File: src/design/idfp_pkg.sv
// ----------------------------------------------------------------------------
// idfp_pkg
// Types, character codes and month lookup for the internet date field parser.
// ----------------------------------------------------------------------------
package idfp_pkg;

  typedef enum logic [4:0] {
    PH_LEAD,
    PH_COMMENT,
    PH_LEAD2,
    PH_WDAY,
    PH_WSKIP1,
    PH_WSKIP2,
    PH_DAY,
    PH_MON1,
    PH_MON2,
    PH_MON3,
    PH_MONSKIP,
    PH_MONBLANK,
    PH_YEAR,
    PH_YEARJUNK,
    PH_YEARBLANK,
    PH_HOUR,
    PH_MIN,
    PH_SEC,
    PH_ZBLANK,
    PH_ZGMT,
    PH_ZNUM,
    PH_ZNAMED,
    PH_DONE_GMT,
    PH_DONE_NUM
  } phase_t;

  typedef enum logic [1:0] {
    ST_OK     = 2'd0,
    ST_SYNTAX = 2'd1,
    ST_NAMED  = 2'd2
  } status_t;

  typedef enum logic [1:0] {
    ZK_GMT   = 2'd0,
    ZK_NUM   = 2'd1,
    ZK_NAMED = 2'd2
  } zkind_t;

  localparam logic [7:0] CH_NUL    = 8'h00;
  localparam logic [7:0] CH_TAB    = 8'h09;
  localparam logic [7:0] CH_LF     = 8'h0A;
  localparam logic [7:0] CH_SP     = 8'h20;
  localparam logic [7:0] CH_LPAREN = 8'h28;
  localparam logic [7:0] CH_RPAREN = 8'h29;
  localparam logic [7:0] CH_PLUS   = 8'h2B;
  localparam logic [7:0] CH_COMMA  = 8'h2C;
  localparam logic [7:0] CH_MINUS  = 8'h2D;
  localparam logic [7:0] CH_ZERO   = 8'h30;
  localparam logic [7:0] CH_NINE   = 8'h39;
  localparam logic [7:0] CH_COLON  = 8'h3A;
  localparam logic [7:0] CH_UP_A   = 8'h41;
  localparam logic [7:0] CH_UP_G   = 8'h47;
  localparam logic [7:0] CH_UP_L   = 8'h4C;
  localparam logic [7:0] CH_UP_M   = 8'h4D;
  localparam logic [7:0] CH_UP_R   = 8'h52;
  localparam logic [7:0] CH_UP_T   = 8'h54;
  localparam logic [7:0] CH_UP_Z   = 8'h5A;
  localparam logic [7:0] CH_LO_A   = 8'h61;
  localparam logic [7:0] CH_LO_L   = 8'h6C;
  localparam logic [7:0] CH_LO_R   = 8'h72;
  localparam logic [7:0] CH_LO_Z   = 8'h7A;
  localparam logic [7:0] CASE_DIFF = 8'h20;

  localparam logic [3:0]  MON_JAN  = 4'd0;
  localparam logic [3:0]  MON_MAR  = 4'd2;
  localparam logic [3:0]  MON_MAY  = 4'd4;
  localparam logic [3:0]  MON_JUN  = 4'd5;
  localparam logic [3:0]  MON_JUL  = 4'd6;
  localparam logic [3:0]  MON_NONE = 4'd12;

  localparam logic [13:0] YEAR_BASE = 14'd1900;
  localparam logic [17:0] YEAR_SAT  = 18'd16383;

  function automatic logic [3:0] month_code(input logic [7:0] a, input logic [7:0] b);
    logic [3:0] m;
    unique case ({a, b})
      16'h4A61: m = 4'd0;
      16'h4665: m = 4'd1;
      16'h4D61: m = 4'd2;
      16'h4170: m = 4'd3;
      16'h4A75: m = 4'd5;
      16'h4175: m = 4'd7;
      16'h5365: m = 4'd8;
      16'h4F63: m = 4'd9;
      16'h4E6F: m = 4'd10;
      16'h4465: m = 4'd11;
      default:  m = MON_NONE;
    endcase
    return m;
  endfunction

endpackage

File: src/design/idfp_if.sv
// ----------------------------------------------------------------------------
// idfp channel interfaces
// Valid/ready channels for input bytes and parsed date results.
// ----------------------------------------------------------------------------
interface idfp_in_if;
  logic       valid;
  logic       ready;
  logic [7:0] char_in;
  logic       last_char;

  modport source (output valid, output char_in, output last_char, input ready);
  modport sink   (input valid, input char_in, input last_char, output ready);
endinterface

interface idfp_out_if;
  logic               valid;
  logic               ready;
  logic [1:0]         status;
  logic [6:0]         day;
  logic [3:0]         month;
  logic [13:0]        year;
  logic [6:0]         hour;
  logic [6:0]         minute;
  logic [6:0]         second;
  logic signed [13:0] zone_minutes;
  logic [1:0]         zone_kind;

  modport source (output valid, output status, output day, output month, output year,
                  output hour, output minute, output second, output zone_minutes,
                  output zone_kind, input ready);
  modport sink   (input valid, input status, input day, input month, input year,
                  input hour, input minute, input second, input zone_minutes,
                  input zone_kind, output ready);
endinterface

File: src/design/internet_date_field_parser.sv
// ----------------------------------------------------------------------------
// internet_date_field_parser
// Byte-serial parser for internet style date headers. One result per string.
// Flow: a byte is registered at transfer, then updates the parse state;
//   the closing byte's result is then captured in the result register.
// Throughput: one byte per cycle in a single pass unless a result stalls.
// Reset: synchronous, active low; clears parse state and both valid flags.
// ----------------------------------------------------------------------------
module internet_date_field_parser #(
  parameter int MAX_YEAR_DIGITS = 4
) (
  input  logic       clk,
  input  logic       rst_n,
  idfp_in_if.sink    in_chan,
  idfp_out_if.source out_chan
);

  localparam int DCW = $clog2(MAX_YEAR_DIGITS + 2);
  localparam logic [DCW-1:0] CNT_MAX = DCW'(MAX_YEAR_DIGITS);

  logic       s1_v_r;
  logic [7:0] s1_char_r;
  logic       s1_last_r;

  idfp_pkg::phase_t phase_r, phase_nxt;
  logic [13:0]    acc_r, acc_nxt;
  logic [DCW-1:0] cnt_r, cnt_nxt;
  logic [7:0]     mfirst_r, mfirst_nxt;
  logic           zsign_r, zsign_nxt;
  logic           err_r, err_nxt;
  logic [6:0]     day_r, day_nxt;
  logic [3:0]     mon_r, mon_nxt;
  logic [13:0]    year_r, year_nxt;
  logic [6:0]     hour_r, hour_nxt;
  logic [6:0]     min_r, min_nxt;
  logic [6:0]     sec_r, sec_nxt;
  logic [12:0]    zone_r, zone_nxt;

  logic                out_v_r;
  idfp_pkg::status_t   res_status;
  idfp_pkg::zkind_t    res_kind;
  logic signed [13:0]  res_zone;
  logic [13:0]         zmag;

  logic       emit;
  logic       adv;
  logic [7:0] c;
  logic [3:0] dig;
  logic       is_blank;
  logic       is_digit;

  idfp_pkg::phase_t ph1;
  logic [DCW-1:0] cnt1;
  logic [13:0]    acc1;
  logic [3:0]     mon1;
  logic [17:0]    year_mac;
  logic [13:0]    zone_w;
  logic [13:0]    zone_sum;
  logic [3:0]     mcode;
  logic [7:0]     c_lower;

  assign c        = s1_char_r;
  assign dig      = c[3:0];
  assign is_blank = (c == idfp_pkg::CH_SP) || (c == idfp_pkg::CH_TAB)
                 || (c == idfp_pkg::CH_LF);
  assign is_digit = (c >= idfp_pkg::CH_ZERO) && (c <= idfp_pkg::CH_NINE);
  assign c_lower  = ((c >= idfp_pkg::CH_UP_A) && (c <= idfp_pkg::CH_UP_Z))
                  ? c + idfp_pkg::CASE_DIFF : c;
  assign mcode    = idfp_pkg::month_code(mfirst_r, c_lower);

  assign emit = (c == idfp_pkg::CH_NUL) || s1_last_r;
  assign adv  = s1_v_r && (!emit || !out_v_r || out_chan.ready);
  assign in_chan.ready = !s1_v_r || adv;

  // input register
  always_ff @(posedge clk) begin
    if (!rst_n) begin
      s1_v_r <= 1'b0;
    end else if (in_chan.ready) begin
      s1_v_r <= in_chan.valid;
    end
    if (in_chan.valid && in_chan.ready) begin
      s1_char_r <= in_chan.char_in;
      s1_last_r <= in_chan.last_char;
    end
  end

  // resolve phases that fall through to another on the same byte
  always_comb begin
    ph1  = phase_r;
    cnt1 = cnt_r;
    acc1 = acc_r;
    mon1 = mon_r;
    unique case (phase_r)
      idfp_pkg::PH_LEAD, idfp_pkg::PH_LEAD2: begin
        if (!is_blank && !(c == idfp_pkg::CH_LPAREN && phase_r == idfp_pkg::PH_LEAD)) begin
          ph1 = is_digit ? idfp_pkg::PH_DAY : idfp_pkg::PH_WDAY;
        end
      end
      idfp_pkg::PH_WSKIP2: begin
        if (!is_blank) begin
          ph1 = idfp_pkg::PH_DAY;
        end
      end
      idfp_pkg::PH_MON3: begin
        if (mfirst_r == idfp_pkg::CH_UP_M) begin
          mon1 = (c_lower == idfp_pkg::CH_LO_R) ? idfp_pkg::MON_MAR : idfp_pkg::MON_MAY;
        end else begin
          mon1 = (c_lower == idfp_pkg::CH_LO_L) ? idfp_pkg::MON_JUL : idfp_pkg::MON_JUN;
        end
        ph1 = idfp_pkg::PH_MONSKIP;
      end
      idfp_pkg::PH_MONBLANK: begin
        if (!is_blank && c != idfp_pkg::CH_PLUS && c != idfp_pkg::CH_MINUS) begin
          ph1  = idfp_pkg::PH_YEAR;
          cnt1 = '0;
          acc1 = '0;
        end
      end
      idfp_pkg::PH_YEARBLANK: begin
        if (!is_blank) begin
          ph1  = idfp_pkg::PH_HOUR;
          cnt1 = '0;
        end
      end
      idfp_pkg::PH_ZBLANK: begin
        if (is_digit) begin
          ph1  = idfp_pkg::PH_ZNUM;
          cnt1 = '0;
          acc1 = '0;
        end
      end
      default: begin
      end
    endcase
  end

  assign year_mac = 18'(acc1) * 18'd10 + 18'(dig);

  always_comb begin
    unique case (cnt1)
      DCW'(0): zone_w = 14'd600;
      DCW'(1): zone_w = 14'd60;
      DCW'(2): zone_w = 14'd10;
      default: zone_w = 14'd1;
    endcase
  end

  assign zone_sum = acc1 + 14'(dig) * zone_w;

  // per-byte state update
  always_comb begin
    phase_nxt  = ph1;
    acc_nxt    = acc1;
    cnt_nxt    = cnt1;
    mfirst_nxt = mfirst_r;
    zsign_nxt  = zsign_r;
    err_nxt    = err_r;
    day_nxt    = day_r;
    mon_nxt    = mon1;
    year_nxt   = year_r;
    hour_nxt   = hour_r;
    min_nxt    = min_r;
    sec_nxt    = sec_r;
    zone_nxt   = zone_r;

    if (err_r || c == idfp_pkg::CH_NUL) begin
      phase_nxt = phase_r;
      acc_nxt   = acc_r;
      cnt_nxt   = cnt_r;
      mon_nxt   = mon_r;
    end else begin
      unique case (ph1)
        idfp_pkg::PH_LEAD, idfp_pkg::PH_LEAD2: begin
          if (c == idfp_pkg::CH_LPAREN) begin
            phase_nxt = idfp_pkg::PH_COMMENT;
          end
        end
        idfp_pkg::PH_COMMENT: begin
          if (c == idfp_pkg::CH_RPAREN) begin
            phase_nxt = idfp_pkg::PH_LEAD2;
          end
        end
        idfp_pkg::PH_WDAY: begin
          if (c == idfp_pkg::CH_COMMA) begin
            phase_nxt = idfp_pkg::PH_WSKIP1;
          end else if (is_blank) begin
            err_nxt = 1'b1;
          end
        end
        idfp_pkg::PH_WSKIP1: begin
          if (is_blank) begin
            phase_nxt = idfp_pkg::PH_WSKIP2;
          end
        end
        idfp_pkg::PH_WSKIP2: begin
        end
        idfp_pkg::PH_DAY: begin
          if (is_digit && cnt1 < DCW'(2)) begin
            day_nxt = day_r * 7'd10 + 7'(dig);
            cnt_nxt = cnt1 + DCW'(1);
          end else if (cnt1 == '0) begin
            err_nxt = 1'b1;
          end else if (c == idfp_pkg::CH_COLON || is_blank) begin
            phase_nxt = idfp_pkg::PH_MON1;
          end else begin
            err_nxt = 1'b1;
          end
        end
        idfp_pkg::PH_MON1: begin
          mfirst_nxt = ((c >= idfp_pkg::CH_LO_A) && (c <= idfp_pkg::CH_LO_Z))
                     ? c - idfp_pkg::CASE_DIFF : c;
          phase_nxt  = idfp_pkg::PH_MON2;
        end
        idfp_pkg::PH_MON2: begin
          if (mcode == idfp_pkg::MON_NONE) begin
            err_nxt = 1'b1;
          end else begin
            mon_nxt   = mcode;
            phase_nxt = (mcode == idfp_pkg::MON_MAR || mcode == idfp_pkg::MON_JUN)
                      ? idfp_pkg::PH_MON3 : idfp_pkg::PH_MONSKIP;
          end
        end
        idfp_pkg::PH_MON3: begin
        end
        idfp_pkg::PH_MONSKIP: begin
          if (is_blank) begin
            phase_nxt = idfp_pkg::PH_MONBLANK;
          end
        end
        idfp_pkg::PH_MONBLANK: begin
          if (c == idfp_pkg::CH_PLUS) begin
            phase_nxt = idfp_pkg::PH_YEAR;
            cnt_nxt   = '0;
            acc_nxt   = '0;
          end else if (c == idfp_pkg::CH_MINUS) begin
            err_nxt = 1'b1;
          end
        end
        idfp_pkg::PH_YEAR, idfp_pkg::PH_YEARJUNK: begin
          if (ph1 == idfp_pkg::PH_YEAR && is_digit) begin
            if (cnt1 <= CNT_MAX) begin
              cnt_nxt = cnt1 + DCW'(1);
            end
            acc_nxt = (year_mac > idfp_pkg::YEAR_SAT) ? 14'(idfp_pkg::YEAR_SAT)
                                                     : year_mac[13:0];
          end else if (!is_blank) begin
            phase_nxt = idfp_pkg::PH_YEARJUNK;
          end else if (acc1 == '0 || cnt1 > CNT_MAX) begin
            err_nxt = 1'b1;
          end else begin
            year_nxt  = (acc1 > idfp_pkg::YEAR_BASE) ? acc1 - idfp_pkg::YEAR_BASE : acc1;
            phase_nxt = idfp_pkg::PH_YEARBLANK;
          end
        end
        idfp_pkg::PH_YEARBLANK: begin
        end
        idfp_pkg::PH_HOUR: begin
          if (is_digit && cnt1 < DCW'(2)) begin
            hour_nxt = hour_r * 7'd10 + 7'(dig);
            cnt_nxt  = cnt1 + DCW'(1);
          end else if (cnt1 == '0) begin
            err_nxt = 1'b1;
          end else if (c == idfp_pkg::CH_COLON) begin
            phase_nxt = idfp_pkg::PH_MIN;
            cnt_nxt   = '0;
          end else begin
            err_nxt = 1'b1;
          end
        end
        idfp_pkg::PH_MIN: begin
          if (is_digit && cnt1 < DCW'(2)) begin
            min_nxt = min_r * 7'd10 + 7'(dig);
            cnt_nxt = cnt1 + DCW'(1);
          end else if (cnt1 == '0) begin
            err_nxt = 1'b1;
          end else if (c == idfp_pkg::CH_COLON) begin
            phase_nxt = idfp_pkg::PH_SEC;
            cnt_nxt   = '0;
          end else if (is_blank) begin
            phase_nxt = idfp_pkg::PH_ZBLANK;
          end else begin
            err_nxt = 1'b1;
          end
        end
        idfp_pkg::PH_SEC: begin
          if (is_digit && cnt1 < DCW'(2)) begin
            sec_nxt = sec_r * 7'd10 + 7'(dig);
            cnt_nxt = cnt1 + DCW'(1);
          end else if (cnt1 == '0) begin
            err_nxt = 1'b1;
          end else if (is_blank) begin
            phase_nxt = idfp_pkg::PH_ZBLANK;
          end else begin
            err_nxt = 1'b1;
          end
        end
        idfp_pkg::PH_ZBLANK: begin
          if (!is_blank) begin
            acc_nxt = '0;
            cnt_nxt = '0;
            if (c == idfp_pkg::CH_UP_G) begin
              phase_nxt = idfp_pkg::PH_ZGMT;
              cnt_nxt   = DCW'(1);
            end else if (c == idfp_pkg::CH_PLUS || c == idfp_pkg::CH_MINUS) begin
              zsign_nxt = (c == idfp_pkg::CH_MINUS);
              phase_nxt = idfp_pkg::PH_ZNUM;
            end else begin
              phase_nxt = idfp_pkg::PH_ZNAMED;
            end
          end
        end
        idfp_pkg::PH_ZGMT: begin
          if (is_blank) begin
            phase_nxt = (cnt1 == DCW'(3)) ? idfp_pkg::PH_DONE_GMT : idfp_pkg::PH_ZNAMED;
          end else if ((cnt1 == DCW'(1) && c == idfp_pkg::CH_UP_M)
                    || (cnt1 == DCW'(2) && c == idfp_pkg::CH_UP_T)) begin
            cnt_nxt = cnt1 + DCW'(1);
          end else begin
            phase_nxt = idfp_pkg::PH_ZNAMED;
          end
        end
        idfp_pkg::PH_ZNUM: begin
          if (!is_digit) begin
            err_nxt = 1'b1;
          end else begin
            acc_nxt = zone_sum;
            cnt_nxt = cnt1 + DCW'(1);
            if (cnt1 >= DCW'(3)) begin
              zone_nxt  = zone_sum[12:0];
              phase_nxt = idfp_pkg::PH_DONE_NUM;
            end
          end
        end
        idfp_pkg::PH_ZNAMED, idfp_pkg::PH_DONE_GMT, idfp_pkg::PH_DONE_NUM: begin
        end
        default: begin
          err_nxt = 1'b1;
        end
      endcase
    end
  end

  // result from the state after this byte
  always_comb begin
    res_status = idfp_pkg::ST_SYNTAX;
    res_kind   = idfp_pkg::ZK_GMT;
    if (!err_nxt) begin
      priority if (phase_nxt == idfp_pkg::PH_DONE_GMT
                || (phase_nxt == idfp_pkg::PH_ZGMT && cnt_nxt == DCW'(3))) begin
        res_status = idfp_pkg::ST_OK;
        res_kind   = idfp_pkg::ZK_GMT;
      end else if (phase_nxt == idfp_pkg::PH_ZGMT || phase_nxt == idfp_pkg::PH_ZNAMED) begin
        res_status = idfp_pkg::ST_NAMED;
        res_kind   = idfp_pkg::ZK_NAMED;
      end else if (phase_nxt == idfp_pkg::PH_DONE_NUM) begin
        res_status = idfp_pkg::ST_OK;
        res_kind   = idfp_pkg::ZK_NUM;
      end else begin
        res_status = idfp_pkg::ST_SYNTAX;
      end
    end
  end

  assign zmag     = (res_kind == idfp_pkg::ZK_NUM) ? {1'b0, zone_nxt} : '0;
  assign res_zone = zsign_nxt ? -$signed(zmag) : $signed(zmag);

  // parse state
  always_ff @(posedge clk) begin
    if (!rst_n || (adv && emit)) begin
      phase_r  <= idfp_pkg::PH_LEAD;
      acc_r    <= '0;
      cnt_r    <= '0;
      mfirst_r <= '0;
      zsign_r  <= 1'b0;
      err_r    <= 1'b0;
      day_r    <= '0;
      mon_r    <= '0;
      year_r   <= '0;
      hour_r   <= '0;
      min_r    <= '0;
      sec_r    <= '0;
      zone_r   <= '0;
    end else if (adv) begin
      phase_r  <= phase_nxt;
      acc_r    <= acc_nxt;
      cnt_r    <= cnt_nxt;
      mfirst_r <= mfirst_nxt;
      zsign_r  <= zsign_nxt;
      err_r    <= err_nxt;
      day_r    <= day_nxt;
      mon_r    <= mon_nxt;
      year_r   <= year_nxt;
      hour_r   <= hour_nxt;
      min_r    <= min_nxt;
      sec_r    <= sec_nxt;
      zone_r   <= zone_nxt;
    end
  end

  // result register
  always_ff @(posedge clk) begin
    if (!rst_n) begin
      out_v_r <= 1'b0;
    end else if (adv && emit) begin
      out_v_r <= 1'b1;
    end else if (out_chan.ready) begin
      out_v_r <= 1'b0;
    end
    if (adv && emit) begin
      out_chan.status <= res_status;
      if (res_status == idfp_pkg::ST_SYNTAX) begin
        out_chan.day          <= '0;
        out_chan.month        <= '0;
        out_chan.year         <= '0;
        out_chan.hour         <= '0;
        out_chan.minute       <= '0;
        out_chan.second       <= '0;
        out_chan.zone_minutes <= '0;
        out_chan.zone_kind    <= '0;
      end else begin
        out_chan.day          <= day_nxt;
        out_chan.month        <= mon_nxt;
        out_chan.year         <= year_nxt;
        out_chan.hour         <= hour_nxt;
        out_chan.minute       <= min_nxt;
        out_chan.second       <= sec_nxt;
        out_chan.zone_minutes <= res_zone;
        out_chan.zone_kind    <= res_kind;
      end
    end
  end

  assign out_chan.valid = out_v_r;

  a_reset_after_result: assert property (@(posedge clk) disable iff (!rst_n)
    (adv && emit) |=> (phase_r == idfp_pkg::PH_LEAD && !err_r && cnt_r == '0))
    else $error("parse state not cleared after result");

  a_error_sticky: assert property (@(posedge clk) disable iff (!rst_n)
    (err_r && !(adv && emit)) |=> err_r)
    else $error("syntax error flag dropped mid string");

  a_held_byte: assert property (@(posedge clk) disable iff (!rst_n)
    (s1_v_r && !adv) |=> (s1_v_r && $stable(s1_char_r) && $stable(s1_last_r)))
    else $error("pending byte overwritten");

  a_named_kind: assert property (@(posedge clk) disable iff (!rst_n)
    out_v_r |-> ((out_chan.status == idfp_pkg::ST_NAMED)
              == (out_chan.zone_kind == idfp_pkg::ZK_NAMED)))
    else $error("named zone status and kind disagree");

  a_error_zero: assert property (@(posedge clk) disable iff (!rst_n)
    (out_v_r && out_chan.status == idfp_pkg::ST_SYNTAX)
      |-> (out_chan.day == '0 && out_chan.year == '0 && out_chan.zone_minutes == '0))
    else $error("error result carries field data");

endmodule

File: src/flat_wrapper.sv
// flat-port wrapper written by rule: the top's interface ports become plain ports
module internet_date_field_parser_flat 
#(
  parameter int MAX_YEAR_DIGITS = 4
)
  (clk, rst_n, in_chan_valid, in_chan_char_in, in_chan_last_char, in_chan_ready, out_chan_valid, out_chan_status, out_chan_day, out_chan_month, out_chan_year, out_chan_hour, out_chan_minute, out_chan_second, out_chan_zone_minutes, out_chan_zone_kind, out_chan_ready);
  idfp_in_if in_chan_i ();
  idfp_out_if out_chan_i ();
  input  logic clk;
  input  logic rst_n;
  input wire logic [$bits(in_chan_i.valid)-1:0] in_chan_valid;
  input wire logic [$bits(in_chan_i.char_in)-1:0] in_chan_char_in;
  input wire logic [$bits(in_chan_i.last_char)-1:0] in_chan_last_char;
  output wire logic [$bits(in_chan_i.ready)-1:0] in_chan_ready;
  output wire logic [$bits(out_chan_i.valid)-1:0] out_chan_valid;
  output wire logic [$bits(out_chan_i.status)-1:0] out_chan_status;
  output wire logic [$bits(out_chan_i.day)-1:0] out_chan_day;
  output wire logic [$bits(out_chan_i.month)-1:0] out_chan_month;
  output wire logic [$bits(out_chan_i.year)-1:0] out_chan_year;
  output wire logic [$bits(out_chan_i.hour)-1:0] out_chan_hour;
  output wire logic [$bits(out_chan_i.minute)-1:0] out_chan_minute;
  output wire logic [$bits(out_chan_i.second)-1:0] out_chan_second;
  output wire logic [$bits(out_chan_i.zone_minutes)-1:0] out_chan_zone_minutes;
  output wire logic [$bits(out_chan_i.zone_kind)-1:0] out_chan_zone_kind;
  input wire logic [$bits(out_chan_i.ready)-1:0] out_chan_ready;
  assign in_chan_i.valid = in_chan_valid;
  assign in_chan_i.char_in = in_chan_char_in;
  assign in_chan_i.last_char = in_chan_last_char;
  assign in_chan_ready = in_chan_i.ready;
  assign out_chan_valid = out_chan_i.valid;
  assign out_chan_status = out_chan_i.status;
  assign out_chan_day = out_chan_i.day;
  assign out_chan_month = out_chan_i.month;
  assign out_chan_year = out_chan_i.year;
  assign out_chan_hour = out_chan_i.hour;
  assign out_chan_minute = out_chan_i.minute;
  assign out_chan_second = out_chan_i.second;
  assign out_chan_zone_minutes = out_chan_i.zone_minutes;
  assign out_chan_zone_kind = out_chan_i.zone_kind;
  assign out_chan_i.ready = out_chan_ready;
  internet_date_field_parser #(.MAX_YEAR_DIGITS(MAX_YEAR_DIGITS)) u_core (.clk(clk), .rst_n(rst_n), .in_chan(in_chan_i), .out_chan(out_chan_i));
endmodule
File: config.mk
export PLATFORM = sky130hd
export DESIGN_NAME = internet_date_field_parser_flat
export DESIGN_NICKNAME = d
export VERILOG_FILES = /design/src/design/idfp_pkg.sv /design/src/design/idfp_if.sv /design/src/design/internet_date_field_parser.sv /design/src/flat_wrapper.sv
export SDC_FILE = /design/constraint.sdc
export NUM_CORES = 1
export LEC_CHECK = 0
export ABC_AREA = 0
export BUFFER_PORTS_ARGS = -buffer_cell sky130_fd_sc_hd__buf_2
export CAP_MARGIN = 20
export CORE_UTILIZATION = 40
export DETAILED_ROUTE_END_ITERATION = 6
export GPL_TIMING_DRIVEN = 0
export HOLD_SLACK_MARGIN = 0.08
export PLACE_DENSITY_LB_ADDON = 0.25
export SLEW_MARGIN = 25
export SYNTH_ARGS = -nofsm -noshare
export SYNTH_HDL_FRONTEND = slang
export SYNTH_SLANG_ARGS = --single-unit
File: constraint.sdc
create_clock -name clk -period 10.4 [get_ports clk]
set_clock_uncertainty 0.15 [all_clocks]
set_input_delay 0.52 -clock clk [delete_from_list [all_inputs] [get_ports clk]]
set_output_delay 0.52 -clock clk [all_outputs]
set_load 0.02 [all_outputs]
* Yosys cells after proc, flatten, opt, wreduce, memory -nomap -nowiden
Cells that the tools add are included.
Word-level totals: bits in registers 166, input bits 13, output and inout bits 66, logic and storage cells 315
Cells by class: $add $sub $neg 11, multipliers 6, magnitude comparators 12, eq/ne operators 69, muxes and demuxes 140, bitwise operators 1, reductions and logical operators 50
Operator list (count):
- 2-to-1 mux 14 bit | 14
- 2-to-1 mux 5 bit | 34
- equality test 16 x 15 -> 1 bit (second input constant) | 10
- 2-to-1 mux 7 bit | 12
- case mux 5 bit (16 select lines) | 1
- equality test 5 bit (second input constant) | 13
- 2-to-1 mux 13 bit | 5
- equality test 8 x 6 -> 1 bit (second input constant) | 7
- case mux 14 bit (4 select lines) | 1
- equality test 5 x 4 -> 1 bit (second input constant) | 11
- 2-to-1 mux 3 bit | 17
- equality test 8 x 7 -> 1 bit (second input constant) | 6
- case mux 4 bit (10 select lines) | 1
- 2-to-1 mux 1 bit | 33
- case mux 10 bit (3 select lines) | 1
- case mux 5 bit (6 select lines) | 1
- adder 7 x 4 -> 7 bit | 4
- multiplier 7 x 3 -> 6 bit (second input constant) | 4
- case mux 14 bit (2 select lines) | 1
- equality test 5 x 3 -> 1 bit (second input constant) | 5
- case mux 3 bit (7 select lines) | 1
- 2-to-1 mux 4 bit | 5
- adder 18 x 4 -> 18 bit | 1
- > comparator 18 x 14 -> 1 bit (second input constant) | 1
- other kinds (44) | 100

* Logic depth before layout (Yosys ltp)
Gate-level depths: netlist of the first run.
word-level depth 24, mapped depth 29, mapped depth without buffers 29

* Worst setup path before layout of the first run
No wires, ideal clock.
path kind reg2reg, from register u_core.s1_char_r[6], in the netlist u_core.c[6], to register u_core.out_chan.zone_minutes[12] (data pin), setup time 0.152 ns, arrival 6.952 ns, required time 10.098 ns, setup slack 3.146 ns, stages on the path, launching flop included 26, path buffers 2, clock period less this slack 7.254 ns, cells stage by stage edfxtp_1 or4_4 nor3_2 a22oi_1 clkbuf_1 nand3_1 nand2_1 ha_1 buf_1 o31a_1 nand2b_1 fa_1 fa_1 inv_1 fa_1 ha_1 a21oi_1 o21ai_0 a2111oi_0 nor3_1 a311o_1 xor2_1 mux2i_1 a41oi_1 or3_1 a31oi_1
On the way: longest elaborated chain between the ends 24, elaborated cells between the ends (all ways) 211, those cells by class add/sub (4); mul (1); order compare (8); eq/ne (60); mux (106); reduce/logical (32)
RTL lines:
- from (decl) | RTL line internet_date_field_parser.sv:22 | logic [7:0] s1_char_r;
- from (signal assigned) | RTL line internet_date_field_parser.sv:83 | s1_char_r <= in_chan.char_in;
- branches (longest 24 deep; another with multiplier 4 x 10 -> 14 bit)
- to (signal assigned) | RTL line internet_date_field_parser.sv:428 | out_chan.zone_minutes <= res_zone;
- to (decl) | RTL line idfp_if.sv:29 | output hour, output minute, output second, output zone_minutes,
Several ways; the timed one is not identified. A chain may end at the register's enable or synchronous reset.

* Worst setup path in the final report of the first run
from register u_core.s1_char_r[3], in the netlist u_core.c[3], to register u_core.acc_r[5]
On the way: longest elaborated chain between the ends 14, elaborated cells between the ends (all ways) 65, those cells by class add/sub (2); mul (2); order compare (3); eq/ne (14); mux (21); bitwise (1); reduce/logical (22)
RTL lines:
- branches (longest 14 deep; another with adder 18 x 4 -> 18 bit)
- to (signal assigned) | RTL line internet_date_field_parser.sv:386 | acc_r <= acc_nxt;
- to (decl) | RTL line internet_date_field_parser.sv:26 | logic [13:0] acc_r, acc_nxt;
Several ways; the timed one is not identified.

==> metrics.cfg, run 1 <==
[grt]
gr-total-overflow=0
antenna_found_initial=0
grt_max_degree=51
grt_use_total_pct=27.2
grt_first_pass_wirelength_um=69800
grt_pass1_vias=11875

[cts]
cts_buffer_depth=2
postCtsSetupBuffers=0
cts_buffers=17
ctsRootBufferMaster=clkbuf_16
htree_levels=4
clk-insertion-delay-late_ns=0.45
cts.sink_count=166
cts_tree=yes
clkSlewWorstSetupHoldPaths_ns=0.07

[synth]
ys_types=93
synth_top_cell_area_share_pct=16.4
synth_area_leader_cell=edfxtp_1
synthSimpleGateAreaFrac_pct=22.3
yosys.area_share.adder_pct=12.8
synth_compound_area_share_pct=22.7
synth_cells=1610
synth-main-ff-cell=dfxtp_1
ys_seq_area_share_pct=30.4
ys_seq_elements=166
netlist_top_cells_count=197 x nor2_1, 156 x a21oi_1, 140 x nand2_1, 93 x dfxtp_1, 89 x ha_1
synth_top_family_by_area=compound AO/OA/AOI/OAI gates
ys_async_sr_fraction_pct=0
yosysMostFrequentCell=nor2_1
syn_avg_cell_area_um2=8.29
synth_nets=1742
synth_mux_area_share_pct=2.63
synthTopCellsByArea=edfxtp_1 16%, dfxtp_1 14%, ha_1 8.3%
synth_edf_count=73
synth_area_mm2=0.0134
synth_xor_area_share_pct=4.66
yosysWarnings=0

[placed_design]
dpl.cell_count=2132
gp_congestion=0.970
placement.io_buffers=78
hpwl_um=35900
post-place-ws_ns=1.44

[pwr]
sw_frac_of_total_pct=34.0
power_frac_comb_pct=25.3
peakVddDrop_v=0.000124
clkPwrFrac_pct=34.8
leakage_nw=5.56
powerDensity_mw_per_mm2=119
p_sw_w=0.000604
power_frac_seq_pct=39.9
p_int_w=0.00117

[detailed_routing]
ant_nets=0
wl_um=45800
drc=0
via_per_inst=5.95
wl_per_cell_um=21.1
drt_first_pass_iters=5
num_vias=12888
drtIter0Drc=1280

[setup_path]
cp_common_cell=clkbuf_1
cpMaxStageDelayCell=or4b_2
cp_top_family=simple AND/OR/NAND/NOR gates
crit_buf_inv=6
arrival_ns=9.29
criticalPathCategory=flop to flop
critPathCaptureType=flop
required_ns=10.57
critPathLaunchType=flop
slowest_delay_ns=0.69
path_max_fanout=10

[cells_and_area]
antenna_cells=0
drive_gt1_share_pct=9.57
final_cells=2167
area_growth_syn_to_layout_pct=11.8
final_nets=1844
post-route-util_pct=45.7

[timing]
setup_violations=0
slew_violations=0
final_hold_viol_count=0
setup_tns_ns=0
finalCriticalPeriod_ns=9.11
fin_ws_ns=1.29
rsz0062_at_grt=false
max_freq_ghz=0.110
slew_headroom_pct=29.0
worst_pin_slew_ns=1.07
finalCritPeriodShare_pct=87.6

[min_path]
hold_path.class=input pin to flop

[floorplanning]
die_area_mm2=0.0341
start_util_pct=40.8
fp.dieW_um=185
core_area_mm2=0.0327
fp.dieH_um=185
io_pins=79
rows=66

[flow_run]
cap_violations=0

[status]
status=complete, no violations

==> worst paths after layout <==
kind	start	endpoint	slack, ns	cells past startpoint
max	u_core.c[3]$_DFFE_PP_	u_core.acc_r[5]$_SDFFE_PP0P_	1.29	25
min	in_chan_char_in[5]	u_core.c[5]$_DFFE_PP_	0.1	1
max reg2reg	u_core.c[3]$_DFFE_PP_	u_core.acc_r[5]$_SDFFE_PP0P_	1.29	25
min reg2reg	u_core.year_r[0]$_SDFFE_PP0P_	u_core.year_r[0]$_SDFFE_PP0P_	0.31	2
==> repair_timing <==
| action | 4_1_cts | 5_1_grt |
|---|---|---|
| hold buffers | 0 | 3 |
| hold endpoints to repair | 0 | 3 |
| gates resized for setup | 0 | 0 |
==> worst reg2reg max path, cell delays in order (launching register included) <==
cell and delay (ns):
edfxtp_1 0.65, clkbuf_1 0.50, nand2b_1 0.30, nor3_2 0.46
a22oi_1 0.25, clkbuf_1 0.33, nand3_1 0.31, buf_2 0.30
clkbuf_1 0.34, nand2_1 0.20, inv_1 0.27, ha_1 0.31
ha_1 0.30, a21o_1 0.17, a21oi_1 0.20, o21ai_0 0.14
a2111oi_0 0.60, nor3_1 0.15, xnor2_1 0.20, or4b_2 0.69
or4b_2 0.62, a21oi_1 0.51, clkbuf_1 0.43, a21oi_1 0.15
a211oi_1 0.40, nor3_1 0.07
==> cells in the final DEF (no fill, tap or decap), types with 7 or more instances in the layout <==
| cell type | netlist | routed |
|---|---|---|
| nor3_1 | 46 | 45 |
| nor2_1 | 197 | 197 |
| a21oi_1 | 156 | 156 |
| and2_1 | 19 | 19 |
| ha_1 | 89 | 89 |
| o211ai_1 | 11 | 11 |
| buf_2 | 11 | 90 |
| xnor2_1 | 49 | 49 |
| nand3_1 | 30 | 30 |
| clkbuf_1 | 68 | 70 |
| o21ai_1 | 7 | 7 |
| a22o_1 | 9 | 9 |
| nand2b_1 | 13 | 13 |
| a221oi_1 | 7 | 7 |
| mux2i_1 | 34 | 34 |
| edfxtp_1 | 73 | 73 |
| clkbuf_16 | 0 | 17 |
| a31oi_1 | 20 | 20 |
| nor2b_1 | 20 | 20 |
| and3_1 | 14 | 14 |
| dfxtp_1 | 93 | 93 |
| nand4_1 | 17 | 17 |
| inv_1 | 70 | 69 |
| a211oi_1 | 47 | 47 |
| nand2_1 | 140 | 140 |
| a21o_1 | 22 | 22 |
| xor2_1 | 22 | 22 |
| o22ai_1 | 9 | 9 |
| o21ai_0 | 84 | 84 |
| nor4_1 | 15 | 14 |
| or4_1 | 9 | 9 |
| or3_1 | 20 | 20 |
| fa_1 | 30 | 30 |
| nor3b_1 | 13 | 13 |
| a22oi_1 | 8 | 8 |
==> kinds of logic (layout without fill, tap and decap cells) <==
| group | after synthesis | after routing |
|---|---|---|
| compound gates | 464 | 464 |
| xor+xnor | 71 | 71 |
| flops | 166 | 166 |
| mux | 35 | 35 |
| simple gates | 601 | 601 |
| buf+inv | 154 | 269 |
| fa+ha+maj | 119 | 119 |
==> area by class of cell <==
| class | count | area [um2] |
|---|---|---|
| Tap cell | 442 | 553 |
| Fill cell | 3293 | 17800 |
| Sequential cell | 166 | 4050 |
| Inverter | 70 | 265 |
| Clock buffer | 19 | 433 |
| Multi-Input combinational cell | 1290 | 8710 |
| Clock inverter | 13 | 125 |
| Timing Repair Buffer | 83 | 453 |
| Buffer | 84 | 340 |
==> stage by stage <==
stage	cell area [um2]	hold WS, ns	power [W]
floorplan	13400	0.286	0.00102
global placement	14300	0.293	0.00116
detailed placement	14300	0.298	0.00116
CTS	14900	0.0802	0.00177
global route	14900	0.0867	0.00185
finish	14900	0.0998	0.00178
==> routing by layer <==
layer  vias to the layer above  share of wire [%]  global-route usage [%]
met5                         -                  0                       0
met2                       591                 44                    42.2
met3                       102                6.9                    3.89
met4                         0                3.4                    10.3
li1                       6082                  -                       -
met1                      6113                 46                    37.9
==> power by group through the flow <==
stage	clock network [W]	logic [W]	registers (W)
4_1_cts	0.000626	0.000439	0.000709
6_report	0.000618	0.000449	0.000709
3_3_place_gp	0	0.000433	0.000723
5_1_grt	0.000652	0.000486	0.000710
2_1_floorplan	0	0.000299	0.000724
3_5_place_dp	0	0.000436	0.000723
==> sequential cells by signal (all words and copies together), names as in the netlist, 8 cells and up <==
name,flops
u_core.acc_r,14
u_core.out_chan.year,14
u_core.out_chan.zone_minutes,14
u_core.year_r,14
u_core.zone_r,13
u_core.c,8
u_core.mfirst_r,8
No activity file was read; power rests on OpenSTA's default activity.
==> inputs of run 2 (changes only) <==
--- a/config.mk
+++ b/config.mk
@@ -12,6 +12,7 @@
 export DETAILED_ROUTE_END_ITERATION = 6
 export GPL_TIMING_DRIVEN = 0
 export HOLD_SLACK_MARGIN = 0.08
+export MAX_ROUTING_LAYER = met4
 export PLACE_DENSITY_LB_ADDON = 0.25
 export SLEW_MARGIN = 25
 export SYNTH_ARGS = -nofsm -noshare
==> metrics.cfg, run 2 (synthesis gave the netlist of run 1 again) <==
[cts]
cts_buffers=17
htree_levels=4
cts_buffer_depth=2
cts_tree=yes
cts.sink_count=166
ctsRootBufferMaster=clkbuf_16
postCtsSetupBuffers=0
clkSlewWorstSetupHoldPaths_ns=0.07
clk-insertion-delay-late_ns=0.46

[pwr]
power_frac_comb_pct=25.4
clkPwrFrac_pct=35.0
power_frac_seq_pct=39.6
p_int_w=0.00116
powerDensity_mw_per_mm2=119
peakVddDrop_v=0.000120
total_power_w=0.00179
leakage_nw=5.57
p_sw_w=0.000631
sw_frac_of_total_pct=35.3

[detailed_routing]
drt_first_pass_iters=5
ant_nets=0
drtIter0Drc=1341
via_per_inst=6.03
wl_per_cell_um=21.5
wl_um=46800
drc=0
num_vias=13087

[placed_design]
placement.io_buffers=78
hpwl_um=36700
post-place-ws_ns=1.44
gp_congestion=1.03
dpl.cell_count=2132

[cells_and_area]
layout_commonest_cell=nor2_1
multiInputGateArea_mm2=0.00871
ff_latch_area_mm2=0.00405
n_fill_cell=3250
antenna_cells=0
drive_gt1_share_pct=9.72
final_cells=2170
final_cell_mix=197 x nor2_1, 156 x a21oi_1, 140 x nand2_1, 93 x dfxtp_1, 90 x buf_2
final_nets=1847
post-route-util_pct=45.8
area_growth_syn_to_layout_pct=12.2

[timing]
rsz0062_at_grt=false
finalCritPeriodShare_pct=88.0
slew_violations=0
setup_tns_ns=0
setup_violations=0
finalCriticalPeriod_ns=9.16
final_hold_viol_count=0
slew_headroom_pct=25.2
fin_ws_ns=1.24
max_freq_ghz=0.109
worst_pin_slew_ns=1.09

[setup_path]
crit_end=u_core.acc_r[5]$_SDFFE_PP0P_
cpMaxStageDelayCell=or4b_2
startpoint=u_core.c[3]$_DFFE_PP_
slowest_delay_ns=0.68
critPathCaptureType=flop
criticalPathCategory=flop to flop
required_ns=10.57
arrival_ns=9.32
r2r_setup_slack_ns=1.24
cp_common_cell=clkbuf_1
reg2regPathDepth=25
worstReg2RegEnd=u_core.acc_r[5]$_SDFFE_PP0P_
critPathLaunchType=flop
path_max_fanout=10
r2r_start=u_core.c[3]$_DFFE_PP_

[floorplanning]
start_util_pct=40.8
rows=66
fp.dieH_um=185
fp.dieW_um=185
core_area_mm2=0.0327
io_pins=79
die_area_mm2=0.0341

[grt]
grt_first_pass_wirelength_um=71600
grt_pass1_vias=11976
gr-total-overflow=0
grt_max_degree=51
grt_use_total_pct=28.6
antenna_found_initial=0

[min_path]
hold_path.class=input pin to flop
hold-path-cell-count=1

[status]
status=complete, no violations

[flow_run]
cap_violations=0

==> run 2: changes by cell type in the layout (fill, tap and decap cells not counted), sizes merged <==
cell         change
clkbuf           -2
clkinv           -5
dlygate4sd3      +3
bufinv           -1
clkinvlp         +3
inv              +5
==> run 2: timing repair <==
item,CTS,global route
resized for setup,0,0
hold buffers,6,0
hold endpoints to repair,6,0
==> run 2: critical path, delay by kind of cell (launching register included) <==
family          cells  cell delay (ns)
flops               1             0.65
fa+ha+maj           2             0.62
compound gates      8             2.44
xor+xnor            1             0.19
simple gates        8             2.74
buf+inv             6             2.23
==> run 2: metrics by stage <==
| step | area (um2) | hold slack, ns |
|---|---|---|
| 6_report | 15000 | 0.0941 |
| 4_1_cts | 15000 | 0.0845 |
| 3_5_place_dp | 14300 | 0.307 |
| 5_1_grt | 15000 | 0.0958 |
| 3_3_place_gp | 14300 | 0.294 |
| 2_1_floorplan | 13400 | 0.286 |
==> run 2: final cells by class <==
type | count | share of cell area (%)
multi-input cells | 1290 | 58.2
flip-flops and latches | 166 | 27.1
well taps | 442 | 3.69
repair buffers | 86 | 3.23
clock buffers | 17 | 2.84
plain buffers | 84 | 2.27
inverters | 70 | 1.77
clock inverters | 15 | 0.944
==> run 2: how the worst min path moves through the flow <==
stage,startpoint,endpoint,slack [ns]
2_1_floorplan,u_core.year_r[0]$_SDFFE_PP0P_,u_core.year_r[0]$_SDFFE_PP0P_,0.29
3_3_place_gp,u_core.year_r[0]$_SDFFE_PP0P_,u_core.year_r[0]$_SDFFE_PP0P_,0.29
3_5_place_dp,u_core.year_r[0]$_SDFFE_PP0P_,u_core.year_r[0]$_SDFFE_PP0P_,0.31
4_1_cts,in_chan_char_in[2],u_core.c[2]$_DFFE_PP_,0.08
5_1_grt,in_chan_char_in[3],u_core.c[3]$_DFFE_PP_,0.1
6_report,in_chan_char_in[2],u_core.c[2]$_DFFE_PP_,0.09
==> run 2: power by group through the flow <==
stage	clock network, W	registers (W)	logic [W]
floorplan	0	0.000724	0.000299
global placement	0	0.000723	0.000438
detailed placement	0	0.000723	0.000439
CTS	0.000633	0.000708	0.000443
global route	0.000653	0.000710	0.000491
finish	0.000625	0.000709	0.000454
==> run 2: routing by layer <==
| metal | vias to the layer above | wire (um) | global-route usage, % |
|---|---|---|---|
| met5 | - | 0 | - |
| met4 | 0 | 1510 | 10.7 |
| met3 | 91 | 3110 | 3.77 |
| met2 | 580 | 21000 | 43.6 |
| met1 | 6306 | 21200 | 38.4 |
| li1 | 6110 | - | - |
==> inputs of run 3 (changes only) <==
--- a/config.mk
+++ b/config.mk
@@ -13,7 +13,7 @@
 export GPL_TIMING_DRIVEN = 0
 export HOLD_SLACK_MARGIN = 0.08
 export MAX_ROUTING_LAYER = met4
-export PLACE_DENSITY_LB_ADDON = 0.25
+export PLACE_DENSITY = 0.64
 export SLEW_MARGIN = 25
 export SYNTH_ARGS = -nofsm -noshare
 export SYNTH_HDL_FRONTEND = slang
==> constraint.sdc (replaced) <==
create_clock -name clk -period 10.4 [get_ports clk]
set_clock_uncertainty 0.15 [all_clocks]
set_input_delay 0.52 -clock clk [delete_from_list [all_inputs] [get_ports clk]]
set_output_delay 0.52 -clock clk [all_outputs]
set_load 0.1 [all_outputs]
==> metrics.cfg, run 3 (synthesis gave the netlist of run 1 again) <==
[setup_path]
cp_top_family=simple AND/OR/NAND/NOR gates
critPathCaptureType=flop
cpMaxStageDelayCell=or4b_2
criticalPathCategory=flop to flop
required_ns=10.58
slowest_delay_ns=0.67
path_max_fanout=10
cp_common_cell=clkbuf_1
crit_buf_inv=6
arrival_ns=9.40
critPathLaunchType=flop

[cells_and_area]
final_cell_area_mm2=0.0149
drive_gt1_share_pct=9.55
antenna_cells=0
n_fill_cell=3279
area_growth_syn_to_layout_pct=11.9
layout_commonest_cell=nor2_1
final_cell_mix=197 x nor2_1, 156 x a21oi_1, 140 x nand2_1, 93 x dfxtp_1, 90 x buf_2
final_nets=1847

[detailed_routing]
via_per_inst=6.01
wl_per_cell_um=21.6
drt_first_pass_iters=5
drc=0
wl_um=46800
drtIter0Drc=1209
ant_nets=0
num_vias=13051

[grt]
grt_use_total_pct=28.5
gr-total-overflow=0
grt_max_degree=47
grt_pass1_vias=12136
antenna_found_initial=0
grt_first_pass_wirelength_um=71300

[floorplanning]
core_area_mm2=0.0327
start_util_pct=40.8
io_pins=79
rows=66
fp.dieW_um=185
fp.dieH_um=185
die_area_mm2=0.0341

[cts]
postCtsSetupBuffers=0
ctsRootBufferMaster=clkbuf_16
htree_levels=4
ctsResizeCount=0
cts.sink_count=166
clkSlewWorstSetupHoldPaths_ns=0.07
clk-insertion-delay-late_ns=0.46
cts-hold-fix-buffers=5
cts_tree=yes
cts_buffers=17
cts_buffer_depth=2

[timing]
max_freq_ghz=0.108
worst_pin_slew_ns=1.09
setup_tns_ns=0
rsz0062_at_grt=false
finalCritPeriodShare_pct=88.6
final_hold_viol_count=0
finalCriticalPeriod_ns=9.22
slew_violations=0
setup_violations=0
slew_headroom_pct=25.2

[pwr]
clkPwrFrac_pct=34.0
p_int_w=0.00115
p_sw_w=0.000647
peakVddDrop_v=0.000118
power_frac_comb_pct=26.6
powerDensity_mw_per_mm2=120
leakage_nw=5.56
sw_frac_of_total_pct=36.0
power_frac_seq_pct=39.4

[flow_run]
cap_violations=0

[placed_design]
hpwl_um=36700
gp_congestion=1.02
placement.io_buffers=78
dpl-instance-area_mm2=0.0143

[min_path]
hold_path.class=input pin to flop

[status]
status=complete, no violations

-- run 3: changes by cell type in the layout (fill, tap and decap cells not counted), sizes merged --
cell,previous run,this run
inv,78,77
clkbuf,85,86
clkinv,3,6
clkinvlp,4,1
-- run 3: per-stage QoR --
step | hold WS, ns | setup WS [ns] | util [%] | power [W] | cells
floorplan | 0.286 | 3.15 | - | 0.00105 | 1610
global placement | 0.293 | 1.64 | 43.7 | 0.00118 | 2130
detailed placement | 0.301 | 1.44 | 43.8 | 0.00119 | 2132
CTS | 0.0842 | 1.41 | 45.6 | 0.00179 | 2169
global route | 0.0870 | 0.811 | 45.7 | 0.00187 | 2170
finish | 0.104 | 1.18 | 45.7 | 0.00180 | 2170
-- run 3: worst paths after layout --
kind / start / to / slack [ns] / cells after the start
worst max-delay path: u_core.c[3]$_DFFE_PP_ / u_core.acc_r[5]$_SDFFE_PP0P_ / 1.18 / 25
worst min register to register: u_core.year_r[0]$_SDFFE_PP0P_ / u_core.year_r[0]$_SDFFE_PP0P_ / 0.31 / 2
worst min-delay path: in_chan_char_in[1] / u_core.c[1]$_DFFE_PP_ / 0.10 / 1
worst max register to register: u_core.c[3]$_DFFE_PP_ / u_core.acc_r[5]$_SDFFE_PP0P_ / 1.18 / 25
-- run 3: cell type report --
cell class	count	area (um2)	share of cell area [%]
well taps	442	553	3.70
plain buffers	84	340	2.28
multi-input cells	1290	8710	58.3
flip-flops and latches	166	4050	27.1
inverters	70	265	1.77
clock buffers	18	429	2.87
clock inverters	14	118	0.787
repair buffers	86	475	3.18
-- run 3: power groups by stage --
| stage | Combinational, W | Clock (W) | Sequential, W |
|---|---|---|---|
| 2_1_floorplan | 0.000299 | 0 | 0.000751 |
| 3_3_place_gp | 0.000458 | 0 | 0.000723 |
| 3_5_place_dp | 0.000465 | 0 | 0.000722 |
| 4_1_cts | 0.000469 | 0.000616 | 0.000708 |
| 5_1_grt | 0.000516 | 0.000643 | 0.000710 |
| 6_report | 0.000479 | 0.000613 | 0.000709 |
-- run 3: routing by layer --
metal / up-vias / routed length, um / track usage (%)
met5: - / 0 / -
met4: 0 / 1560 / 10.5
met3: 96 / 2850 / 3.64
met2: 530 / 20900 / 43.8
met1: 6323 / 21500 / 38.3
li1: 6102 / - / -
-- run 3: worst reg2reg max path, cell delays in order (launching register included) --
cell and delay [ns]:
edfxtp_1 0.64, clkbuf_1 0.46, nand2b_1 0.28, nor3_2 0.49
a22oi_1 0.27, clkbuf_1 0.33, nand3_1 0.30, buf_2 0.31
clkbuf_1 0.39, nand2_1 0.24, inv_1 0.28, ha_1 0.31
ha_1 0.30, a21o_1 0.18, a21oi_1 0.23, o21ai_0 0.15
a2111oi_0 0.62, nor3_1 0.17, xnor2_1 0.20, or4b_2 0.67
or4b_2 0.62, a21oi_1 0.48, clkbuf_1 0.42, a21oi_1 0.12
a211oi_1 0.41, nor3_1 0.09
